**src/hw/rtl/idlru_pkg.sv**
```systemverilog
// Shared types and codes for the idle connection LRU timeout block.
`timescale 1ns / 1ps

package idlru_pkg;

	localparam int ID_W = 5;
	localparam int LIMIT_W = 32;
	localparam logic [LIMIT_W-1:0] LIMIT_RESET = 32'd10000000;

	typedef enum logic [1:0] {
		REQ_OPEN  = 2'd0,
		REQ_CLOSE = 2'd1,
		REQ_ACT   = 2'd2,
		REQ_TICK  = 2'd3
	} req_t;

	typedef enum logic [1:0] {
		K_DONE     = 2'd0,
		K_SHUTDOWN = 2'd1,
		K_ALREADY  = 2'd2,
		K_NOT_OPEN = 2'd3
	} kind_t;

	typedef enum logic [6:0] {
		ST_IDLE = 7'b0000001,
		ST_LRD  = 7'b0000010,
		ST_UNL2 = 7'b0000100,
		ST_APP1 = 7'b0001000,
		ST_APP2 = 7'b0010000,
		ST_TICK = 7'b0100000,
		ST_TEND = 7'b1000000
	} state_t;

endpackage

```
**src/hw/rtl/idle_connection_lru_timeout.sv**
```systemverilog
// Top level: LRU-ordered idle connection list with timeout walk.
// Open/close/activity: one result word the cycle after start; stays busy through the
//   link memory read, up to two single-field link writes and append (rejects stay idle).
// Tick: walks one list entry per cycle through the time and link memories;
//   busy for the walk and its end state, not busy at all on an empty list;
//   results trail the walk, with last set on the final one.
// Results cannot be stalled; each is shown for exactly one cycle.
// Reset: all slots closed, list empty, limit 10000000 us; memories are not cleared.
`timescale 1ns / 1ps

module idle_connection_lru_timeout
	import idlru_pkg::*;
#(
	parameter int MAX_CONN = 32,
	parameter int TIME_BITS = 48
) (
	input  logic                 clk,
	input  logic                 arst_n,
	input  logic                 start,
	output logic                 busy,
	input  logic [1:0]           req_type,
	input  logic [ID_W-1:0]      conn_id,
	input  logic [TIME_BITS-1:0] event_time,
	input  logic                 cfg_valid,
	output logic                 cfg_ready,
	input  logic [LIMIT_W-1:0]   cfg_data,
	output logic                 res_valid,
	output logic [ID_W-1:0]      conn_id_res,
	output logic [1:0]           result_kind,
	output logic                 last
);

	localparam int IW = (MAX_CONN > 1) ? $clog2(MAX_CONN) : 1;
	localparam int TW = TIME_BITS;

	typedef struct packed {
		logic [IW-1:0] nxt;
		logic [IW-1:0] prv;
	} link_t;

	function automatic logic [IW-1:0] safe_idx(input logic [IW-1:0] x);
		return (int'(x) < MAX_CONN) ? x : '0;
	endfunction

	// memories
	logic [TW-1:0] tmem [MAX_CONN];
	link_t         lmem [MAX_CONN];

	state_t state_q, state_d;
	req_t   req_q, req_d;
	logic [IW-1:0] id_q, id_d, cur_q, cur_d, step_q, step_d;
	logic [IW-1:0] head_q, head_d, tail_q, tail_d, pend_q, pend_d, pp_q, pp_d, pn_q, pn_d;
	logic          empty_q, empty_d, pend_v_q, pend_v_d;
	logic [TW-1:0] now_q, now_d;
	logic [LIMIT_W-1:0] idle_limit_q;
	logic [MAX_CONN-1:0] open_q, open_d, closing_q, closing_d;

	logic          res_valid_q, out_set;
	logic [ID_W-1:0] res_id_q, out_id;
	kind_t         res_kind_q, out_kind;
	logic          res_last_q, out_last;

	logic          tm_we;
	logic [IW-1:0] tm_wa;
	logic [TW-1:0] tm_wd;
	logic          lw_en_n, lw_en_p;
	logic [IW-1:0] lw_addr, lw_data, rd_addr;
	logic [TW-1:0] tm_rd_q;
	link_t         lm_rd_q;

	logic [IW-1:0] in_idx;
	logic          in_ok;
	logic [TW-1:0] age;
	logic          is_idle, is_jump;

	assign in_idx = IW'(conn_id);
	assign in_ok = int'(conn_id) < MAX_CONN;
	assign age = now_q - tm_rd_q;
	assign is_jump = now_q < tm_rd_q;
	assign is_idle = !is_jump && (age > TW'(idle_limit_q));

	assign busy = (state_q != ST_IDLE);
	assign cfg_ready = 1'b1;
	assign res_valid = res_valid_q;
	assign conn_id_res = res_id_q;
	assign result_kind = res_kind_q;
	assign last = res_last_q;

	always_ff @(posedge clk) begin
		if (tm_we)
			tmem[tm_wa] <= tm_wd;
		if (lw_en_n)
			lmem[lw_addr].nxt <= lw_data;
		if (lw_en_p)
			lmem[lw_addr].prv <= lw_data;
		tm_rd_q <= tmem[rd_addr];
		lm_rd_q <= lmem[rd_addr];
	end

	always_comb begin
		logic [IW-1:0] p;
		logic [IW-1:0] n;
		logic          stop;
		state_d = state_q;
		req_d = req_q;
		id_d = id_q;
		now_d = now_q;
		cur_d = cur_q;
		step_d = step_q;
		head_d = head_q;
		tail_d = tail_q;
		empty_d = empty_q;
		pend_d = pend_q;
		pend_v_d = pend_v_q;
		pp_d = pp_q;
		pn_d = pn_q;
		open_d = open_q;
		closing_d = closing_q;
		tm_we = 1'b0;
		tm_wa = id_q;
		tm_wd = now_q;
		lw_en_n = 1'b0;
		lw_en_p = 1'b0;
		lw_addr = id_q;
		lw_data = id_q;
		rd_addr = cur_q;
		out_set = 1'b0;
		out_id = '0;
		out_kind = K_DONE;
		out_last = 1'b1;
		p = safe_idx(lm_rd_q.prv);
		n = safe_idx(lm_rd_q.nxt);
		stop = 1'b0;
		case (state_q)
			ST_IDLE: begin
				if (start) begin
					req_d = req_t'(req_type);
					id_d = in_idx;
					now_d = event_time;
					if (req_t'(req_type) == REQ_TICK) begin
						if (empty_q) begin
							out_set = 1'b1;
						end else begin
							cur_d = head_q;
							rd_addr = head_q;
							step_d = '0;
							pend_v_d = 1'b0;
							state_d = ST_TICK;
						end
					end else if (!in_ok) begin
						out_set = 1'b1;
						out_id = conn_id;
						out_kind = K_NOT_OPEN;
					end else if (req_t'(req_type) == REQ_OPEN) begin
						out_set = 1'b1;
						out_id = conn_id;
						if (open_q[in_idx]) begin
							out_kind = K_ALREADY;
						end else begin
							open_d[in_idx] = 1'b1;
							closing_d[in_idx] = 1'b0;
							tm_we = 1'b1;
							tm_wa = in_idx;
							tm_wd = event_time;
							state_d = ST_APP1;
						end
					end else if (!open_q[in_idx]) begin
						out_set = 1'b1;
						out_id = conn_id;
						out_kind = K_NOT_OPEN;
					end else begin
						out_set = 1'b1;
						out_id = conn_id;
						rd_addr = in_idx;
						state_d = ST_LRD;
					end
				end
			end
			ST_LRD: begin
				pp_d = p;
				pn_d = n;
				state_d = (req_q == REQ_CLOSE) ? ST_IDLE : ST_APP1;
				if (head_q == id_q && tail_q == id_q) begin
					empty_d = 1'b1;
					head_d = '0;
					tail_d = '0;
				end else if (head_q == id_q) begin
					head_d = n;
				end else if (tail_q == id_q) begin
					tail_d = p;
				end else begin
					lw_en_n = 1'b1;
					lw_addr = p;
					lw_data = n;
					state_d = ST_UNL2;
				end
				if (req_q == REQ_CLOSE) begin
					open_d[id_q] = 1'b0;
					closing_d[id_q] = 1'b0;
				end else begin
					tm_we = 1'b1;
				end
			end
			ST_UNL2: begin
				lw_en_p = 1'b1;
				lw_addr = pn_q;
				lw_data = pp_q;
				state_d = (req_q == REQ_CLOSE) ? ST_IDLE : ST_APP1;
			end
			ST_APP1: begin
				if (empty_q) begin
					head_d = id_q;
					tail_d = id_q;
					empty_d = 1'b0;
					state_d = ST_IDLE;
				end else begin
					lw_en_n = 1'b1;
					lw_addr = tail_q;
					lw_data = id_q;
					state_d = ST_APP2;
				end
			end
			ST_APP2: begin
				lw_en_p = 1'b1;
				lw_addr = id_q;
				lw_data = tail_q;
				tail_d = id_q;
				state_d = ST_IDLE;
			end
			ST_TICK: begin
				if (is_idle && !closing_q[cur_q]) begin
					closing_d[cur_q] = 1'b1;
					pend_d = cur_q;
					pend_v_d = 1'b1;
					if (pend_v_q) begin
						out_set = 1'b1;
						out_id = ID_W'(pend_q);
						out_kind = K_SHUTDOWN;
						out_last = 1'b0;
					end
				end
				if (is_jump) begin
					tm_we = 1'b1;
					tm_wa = cur_q;
				end
				stop = !(is_idle || is_jump) || (cur_q == tail_q)
					|| (step_q == IW'(MAX_CONN - 1));
				if (stop) begin
					state_d = ST_TEND;
				end else begin
					cur_d = n;
					rd_addr = n;
					step_d = step_q + IW'(1);
				end
			end
			ST_TEND: begin
				out_set = 1'b1;
				if (pend_v_q) begin
					out_id = ID_W'(pend_q);
					out_kind = K_SHUTDOWN;
				end
				state_d = ST_IDLE;
			end
			default: begin
				state_d = ST_IDLE;
			end
		endcase
	end

	always_ff @(posedge clk or negedge arst_n) begin
		if (!arst_n) begin
			state_q <= ST_IDLE;
			open_q <= '0;
			closing_q <= '0;
			head_q <= '0;
			tail_q <= '0;
			empty_q <= 1'b1;
			pend_v_q <= 1'b0;
			idle_limit_q <= LIMIT_RESET;
			res_valid_q <= 1'b0;
		end else begin
			state_q <= state_d;
			open_q <= open_d;
			closing_q <= closing_d;
			head_q <= head_d;
			tail_q <= tail_d;
			empty_q <= empty_d;
			pend_v_q <= pend_v_d;
			if (cfg_valid && cfg_ready)
				idle_limit_q <= cfg_data;
			res_valid_q <= out_set;
		end
	end

	always_ff @(posedge clk) begin
		req_q <= req_d;
		id_q <= id_d;
		now_q <= now_d;
		cur_q <= cur_d;
		step_q <= step_d;
		pend_q <= pend_d;
		pp_q <= pp_d;
		pn_q <= pn_d;
		res_id_q <= out_id;
		res_kind_q <= out_kind;
		res_last_q <= out_last;
	end

	a_cmd_result: assert property (@(posedge clk) disable iff (!arst_n)
		start && !busy && req_type != REQ_TICK |=> res_valid && last)
		else $error("connection command gave no single result");

	a_tick_end: assert property (@(posedge clk) disable iff (!arst_n)
		state_q == ST_TEND |=> res_valid && last)
		else $error("tick walk ended without final result");

	a_empty_ptrs: assert property (@(posedge clk) disable iff (!arst_n)
		empty_q |-> head_q == '0 && tail_q == '0)
		else $error("empty list with nonzero head or tail");

	a_closing_open: assert property (@(posedge clk) disable iff (!arst_n)
		(closing_q & ~open_q) == '0)
		else $error("closing flag on a slot that is not open");

endmodule

```
**config.mk**
```make
export PLATFORM = sky130hd
export DESIGN_NAME = idle_connection_lru_timeout
export DESIGN_NICKNAME = d
export VERILOG_FILES = /design/src/hw/rtl/idlru_pkg.sv /design/src/hw/rtl/idle_connection_lru_timeout.sv
export SDC_FILE = /design/constraint.sdc
export NUM_CORES = 2
export LEC_CHECK = 0
export BUFFER_PORTS_ARGS = -buffer_cell sky130_fd_sc_hd__buf_4
export CORE_ASPECT_RATIO = 0.9
export CORE_MARGIN = 5
export CORE_UTILIZATION = 40
export CTS_BUF_LIST = sky130_fd_sc_hd__clkbuf_8
export DETAILED_ROUTE_END_ITERATION = 10
export PLACE_DENSITY = 0.65
export SLEW_MARGIN = 20
export SYNTH_ARGS = -nofsm -noshare
export SYNTH_HDL_FRONTEND = slang
export SYNTH_SLANG_ARGS = --single-unit
```
**constraint.sdc**
```tcl
create_clock -name clk -period 11.4 [get_ports clk]
set_input_delay 0 -clock clk [delete_from_list [all_inputs] [get_ports clk]]
set_output_delay 0 -clock clk [all_outputs]
set_load 0.005 [all_outputs]
```
== After elaboration in Yosys (flattened, before gate mapping) ==
Memories as Yosys holds them, arrays and structs flattened. A register that Yosys moved wholly into a read port is not among the register bits.
Index checks and enable logic that the tools add are counted.

* Add/subtract/negate cells: 2
* Order comparisons: 8
* Equality and inequality tests: 32
* Multiplexer cells: 125
* Bitwise logic cells: 7
* Reduce and logical (&&, ||, !) cells: 30

{| class="wikitable"
|+ Operators with widths
! cell !! number
|-
| $mux W32 || 11
|-
| $mux W48 || 5
|-
| $mux W5 || 35
|-
| $and A32 B32 Y32 || 3
|-
| $pmux W32 S3 || 1
|-
| $not A32 Y32 || 2
|-
| $or A32 B32 Y32 || 2
|-
| $pmux W32 S2 || 1
|-
| $pmux W5 S3 || 4
|-
| $pmux W5 S2 || 5
|-
| $mux W7 || 7
|-
| $gt A48 B32 Y1 || 1
|-
| $lt A48 B48 Y1 || 1
|-
| $sub A48 B48 Y48 || 1
|-
| $mux W1 || 35
|-
| $pmux W7 S5 || 1
|-
| $ne A2 B2 Y1 const B || 12
|-
| $lt A5 B6 Y1 const B || 3
|-
| $mux W4 || 4
|-
| $demux W1 S5 || 3
|-
| $eq A5 B5 Y1 || 3
|-
| $ge A5 B1 Y1 const B || 3
|-
| $reduce_and A5 Y1 || 3
|-
| $ne A3 B3 Y1 const B || 4
|-
| 29 further kinds || 54
|}

* Flip-flop bits (word level): 204
* RAM bits: 1856
* Input bits: 91
* Output and inout port bits: 11
* Logic and storage cells: 226
* Memories: 2

{| class="wikitable"
|+ Memory list
! name !! words !! width !! rd ports !! clocked after Yosys merged registers in !! write ports !! line !! text
|-
| tmem || 32 || 48 || 1 || 1 || 1 || idle_connection_lru_timeout.sv:46 || <nowiki>logic [TW-1:0] tmem [MAX_CONN];</nowiki>
|-
| lmem || 32 || 10 || 1 || 1 || 1 || idle_connection_lru_timeout.sv:47 || <nowiki>link_t lmem [MAX_CONN];</nowiki>
|}

== Longest topological paths before layout ==
* Word-level depth: 11
* Depth in mapped cells: 31
* Mapped depth without buffers: 27

== Worst setup path after synthesis ==
OpenSTA, ideal clock, no wires.

* Path type: reg-to-reg
* From: reg now_q[0]
* To: reg lm_rd_q[8] (netlist name)
* Library setup time: 0.088 ns
* Arrival: 6.071 ns
* Data required time: 11.312 ns
* Setup slack: 5.241 ns
* Cell stages (with the launch flop): 32
* Path buffers: 4
* Clock period less this slack: 6.159 ns
* Cells stage by stage: edfxtp_1 -> inv_1 -> ha_1 -> fa_1 -> and2b_1 -> o2111ai_2 -> a211oi_2 -> nor3_1 -> o21bai_2 -> a21oi_1 -> nor3_1 -> nor2_1 -> xnor2_1 -> ha_1 -> a41oi_1 -> o21ai_0 -> a221oi_1 -> o211ai_1 -> a2bb2o_1 -> nor4b_2 -> o2111ai_1 -> or4_4 -> nor3_4 -> mux2_1 -> buf_4 -> buf_8 -> buf_12 -> buf_8 -> mux2i_1 -> nand4_1 -> o2111ai_1 -> nor4_2

* Cells in the longest elaborated chain, start to end: 9
* Elaborated cells between the ends (all ways): 11
* Those cells by class: add/sub: 1; order compare: 2; mux: 2; reduce/logical: 6

{| class="wikitable"
|+ Ends and longest elaborated chain
! element !! line !! text
|-
| start, declared || idle_connection_lru_timeout.sv:54 || <nowiki>logic [TW-1:0] now_q, now_d;</nowiki>
|-
| start signal, assigned || idle_connection_lru_timeout.sv:298 || <nowiki>now_q <= now_d;</nowiki>
|-
| $sub A48 B48 Y48 or $lt A48 B48 Y1 (tied branches) || idle_connection_lru_timeout.sv:78, idle_connection_lru_timeout.sv:79 ||
|-
| $gt A48 B32 Y1 or $logic_not A1 Y1 (tied branches) || idle_connection_lru_timeout.sv:80 || <nowiki>assign is_idle = !is_jump && (age > TW'(idle_limit_q));</nowiki>
|-
| $logic_and A1 B1 Y1 || idle_connection_lru_timeout.sv:80 ||
|-
| $logic_or A1 B1 Y1 (*) || idle_connection_lru_timeout.sv:246 || <nowiki>stop = !(is_idle || is_jump) || (cur_q == tail_q)</nowiki>
|-
| $logic_not A1 Y1 (*) || idle_connection_lru_timeout.sv:246 ||
|-
| $logic_or A1 B1 Y1 (*) || idle_connection_lru_timeout.sv:246 ||
|-
| $logic_or A1 B1 Y1 (*) || idle_connection_lru_timeout.sv:247 || <nowiki>|| (step_q == IW'(MAX_CONN - 1));</nowiki>
|-
| $mux W5 (*) || n/a ||
|-
| $pmux W5 S2 (*) || idle_connection_lru_timeout.sv:134 || <nowiki>case (state_q)</nowiki>
|}

Every way passes the cells marked *; elsewhere a longest branch is shown, timed or not.
A chain may end at the register's enable or synchronous reset.

== Worst setup path in the final report ==
* From: reg now_q[22]
* To: reg tm_rd_q[5], read port of tmem

* Cells in the longest elaborated chain, start to end: 9
* Elaborated cells between the ends (all ways): 11
* Those cells by class: add/sub: 1; order compare: 2; mux: 2; reduce/logical: 6

{| class="wikitable"
|+ Ends and longest elaborated chain
! element !! line !! text
|-
| $sub A48 B48 Y48 or $lt A48 B48 Y1 (tied branches) || idle_connection_lru_timeout.sv:78, idle_connection_lru_timeout.sv:79 ||
|-
| $gt A48 B32 Y1 or $logic_not A1 Y1 (tied branches) || idle_connection_lru_timeout.sv:80 ||
|-
| $logic_and A1 B1 Y1 || idle_connection_lru_timeout.sv:80 ||
|-
| $logic_or A1 B1 Y1 (*) || idle_connection_lru_timeout.sv:246 ||
|-
| $logic_not A1 Y1 (*) || idle_connection_lru_timeout.sv:246 ||
|-
| $logic_or A1 B1 Y1 (*) || idle_connection_lru_timeout.sv:246 ||
|-
| $logic_or A1 B1 Y1 (*) || idle_connection_lru_timeout.sv:247 ||
|-
| $mux W5 (*) || n/a ||
|-
| $pmux W5 S2 (*) || idle_connection_lru_timeout.sv:134 ||
|-
| end, declared || idle_connection_lru_timeout.sv:68 || <nowiki>logic [TW-1:0] tm_rd_q;</nowiki>
|}

Marked as above.

==> results.md <==
- Status: finished clean
- Top layer in use: met5
- Die width: ~510 µm
- Post-route DRC: 0
- Setup ws final: ~2.2 ns
- Pwr/cell area: ~230 nW/µm²
- Clock Path Buffers: 4
- Max-cap violations: 0
- Post-synth ARST share: between 5 and 6%
- Final total power: roughly 24 mW
- Crit Path Class: flop to flop
- Dominant synthesized flop cell: edfxtp_1
- RR Endpoint: tm_rd_q[5]
- 1st-pass router iterations: 9
- Clk network pwr share: a little over a quarter
- Routed vias/inst: slightly above 6
- Post-synthesis net count: around 6200
- Total number of yosys warnings: 0
- Seq cells post-synth: about 2100
- Hold Crit Depth: 4
- Worst min path class: input pin to flop
- Reg2Reg Depth: 23
- Rel. slew slack: about 17%
- Total track usage: a little under a quarter
- Met2 wire length: 129.2 mm
- F_max: between 100 and 150 MHz
- Reg clk slew, reported paths: 0.06 ns
- Post-route minimum period: a little over 9 ns
- Routed Antenna Nets: 0
- Fin nets: 6605
- Initial drt markers: 8736
- Grt ovf: 0
- Syn Std Cell Area: ~91000 µm²
- Largest net degree at the start of global routing: ~180
- Psw: around 9 mW
- Xor and xnor area share after synthesis: less than 1%
- Dpl ws: between 2 and 2.5 ns
- Post-Syn Instances: 6059
- Layout cells sized above 1: approximately 14%
- Synth unique cells: just under 100
- Ports: about 100
- R2R Path Start: now_q[22]
- CTS tree: yes
- Post-synthesis mux area share: about 11%
- Most common cell after layout, fill and taps aside: edfxtp_1
- Initial antenna violation count: 8
- Worst Path Arrival: 10.11 ns
- Worst VDD drop: 243.3 µV
- Final Setup Violations: 0
- Vias: between 50000 and 60000
- Hold Crit Start: conn_id[4]
- Met1 wire length: about 120 mm
- # port buffers: 100
- Adder-Cell Fraction of Synth Area: under 10%
- Routed WL: 287.3 mm
- Post-DP HPWL: between 150 and 200 mm
- P_leak: roughly 36 nW
- Sum of negative setup slack: 0 ns
- Area delta synth->final: 14.34%
- Internal reg-to-reg setup slack: around 2.2 ns
- Hold Path Sink: open_q[17]
- Die H: ~460 µm
- Final hold vios: 0
- H-tree depth: 5
- Max FO, Critical Path: 75
- Worst Tran Pin Value: 1.241 ns
- Post-Synth Simple-Gate Area: 9.475%
- Clock Sinks: between 2000 and 2500
- Register area share after synthesis: between 60% and 70%
- CP required: about 12 ns
- Num CTS Buffers: between 300 and 400
- Cell Int Power: between 15 and 20 mW
- Global-route wire length before repair: approximately 400 mm
- Setup crit start kind: flop
- Flop pwr share: between 30% and 40%
- Post-synth EDFFs: 1936
- WL met3: around 32 mm
- Clk Latency, worst-skew pair: 1.09 ns
- Cell row count: between 150 and 200
- Placer Congestion: 0.9395
- Synth Area per Inst: between 10 and 15 µm²
- Compound-cell area share of the yosys netlist: 5.658%
- Commonest non-fill, non-tap cells in the layout: 1936 x edfxtp_1, 839 x nand4_1, 778 x mux2i_1
- Starting Density: between 40% and 50%
- Slew Limit Fails: 0
- Clock Tree Root: clkbuf_8
- RSZ-0062 raised after global routing: false
- WL per Instance: between 20 and 30 µm
- Largest family of logic cells by synthesized area: multiplexers
- Setup crit end kind: flop
- Die area: around 240000 µm²
- Sw Ratio: a little under two fifths
- Layout fillers: between 15000 and 20000
- Logic pwr share: a little over a third
- Clk_skew: 0.1180 ns
- Core footprint: roughly 230000 µm²
- Fin crit share: around four fifths
- Vias in the first global route: between 50000 and 60000
-- state kept, by name, summed over array words and instances, names as in the netlist, 7 cells and up --
register      flops
state_q           7
idle_limit_q     32
tmem           1536
tm_rd_q          48
open_q           32
closing_q        32
lm_rd_q          10
lmem            320
now_q            48
-- layout make-up --
type,count,area (µm²),share of cell area [%]
Inverter,105,395.4,0.3815
Clock buffer,385,5299,5.113
Antenna cell,8,20.02,0.01932
Clock inverter,249,1269,1.224
Tap cell,3006,3761,3.629
Sequential cell,2118,62370,60.18
Timing Repair Buffer,461,4547,4.387
Multi-Input combinational cell,3381,25980,25.07
-- metal layers --
metal  GRT usage [%]  up-vias
li1                -    25150
met1           32.79    30236
met2           35.97     3828
met3           5.629      620
met4           7.884        4
met5               0        -
-- metrics by stage --
stage / util (%) / cells / area (µm²) / hold slack, ns
floorplan: - / 6059 / 90650 / -0.2956
global placement: 41.86 / 8812 / 94190 / 0.008745
detailed placement: 41.96 / 8820 / 94410 / 0.02728
CTS: 45.97 / 9698 / 103400 / 0.03150
global route: 46.05 / 9709 / 103600 / 0.1154
finish: 46.06 / 9713 / 103600 / 0.1443
-- kinds of logic (layout without fill, tap and decap cells) --
kind of cell / after synthesis / after routing
DFF: 2118 / 2118
AOI/OAI and AO/OA: 761 / 761
buffers and inverters: 560 / 1200
xor gates and xnor gates: 49 / 49
other: 1 / 9
muxes: 976 / 976
and+or+nand+nor: 1507 / 1507
adders and majority gates: 87 / 87
-- how the worst max path moves through the flow --
stage / to / startpoint / slack, ns
2_1_floorplan: lm_rd_q[8] / now_q[0] / 5.24
3_3_place_gp: tm_rd_q[9] / now_q[22] / 2.27
3_5_place_dp: tm_rd_q[41] / now_q[0] / 2.46
4_1_cts: tm_rd_q[41] / now_q[0] / 2.39
5_1_grt: tm_rd_q[1] / now_q[0] / 1.81
6_report: tm_rd_q[5] / now_q[22] / 2.18
-- worst max-delay path: stages, from the launching register on --
cell and delay (ns):
edfxtp_1 0.49, ha_1 0.46, a21oi_1 0.32, o21a_1 0.27, nand2_1 0.15, nor4_1 0.62, or2_1 0.34, o21ai_0 0.15
xor2_1 0.20, ha_1 0.32, nand3_1 0.10, nor4_1 0.66, nand3_1 0.30, a2bb2o_1 0.33, nor4b_2 0.26, o2111ai_1 0.16
nor4_1 0.38, nand3_1 0.23, a21oi_1 0.47, a211o_4 0.79, nand3_4 1.05, buf_4 0.63, o2111ai_1 0.27, nor4_1 0.08
-- Yosys cell counts, drive strengths merged, types with 86 or more instances --
master | instances | area (µm²)
a21oi | 173 | 884.6
dfrtp | 106 | 2653
mux2 | 181 | 2038
o2111ai | 133 | 1171
nand2 | 189 | 709.4
edfxtp | 1936 | 58140
nand4 | 839 | 5249
ha | 86 | 1076
inv | 104 | 390.4
o21ai | 177 | 885.8
nor2 | 183 | 689.4
buf | 199 | 1464
clkbuf | 256 | 960.9
mux2i | 778 | 7787
-- power groups by stage --
stage	Clock [mW]	Sequential, mW	Combinational (mW)
finish	6.36	9.51	8.47
detailed placement	0	9.66	8.14
CTS	6.43	9.50	8.24
global placement	0	9.65	8.03
global route	6.83	9.52	8.90
floorplan	0	9.51	6.00
-- repair_timing --
action | in CTS | in global routing
setup buffers | 0 | 0
gates resized for setup | 0 | 0
endpoints found under the hold margin | 1817 | 0
endpoints found under the setup margin | 0 | 0
hold buffers | 244 | 0
Power figures use the tool's default switching activity.
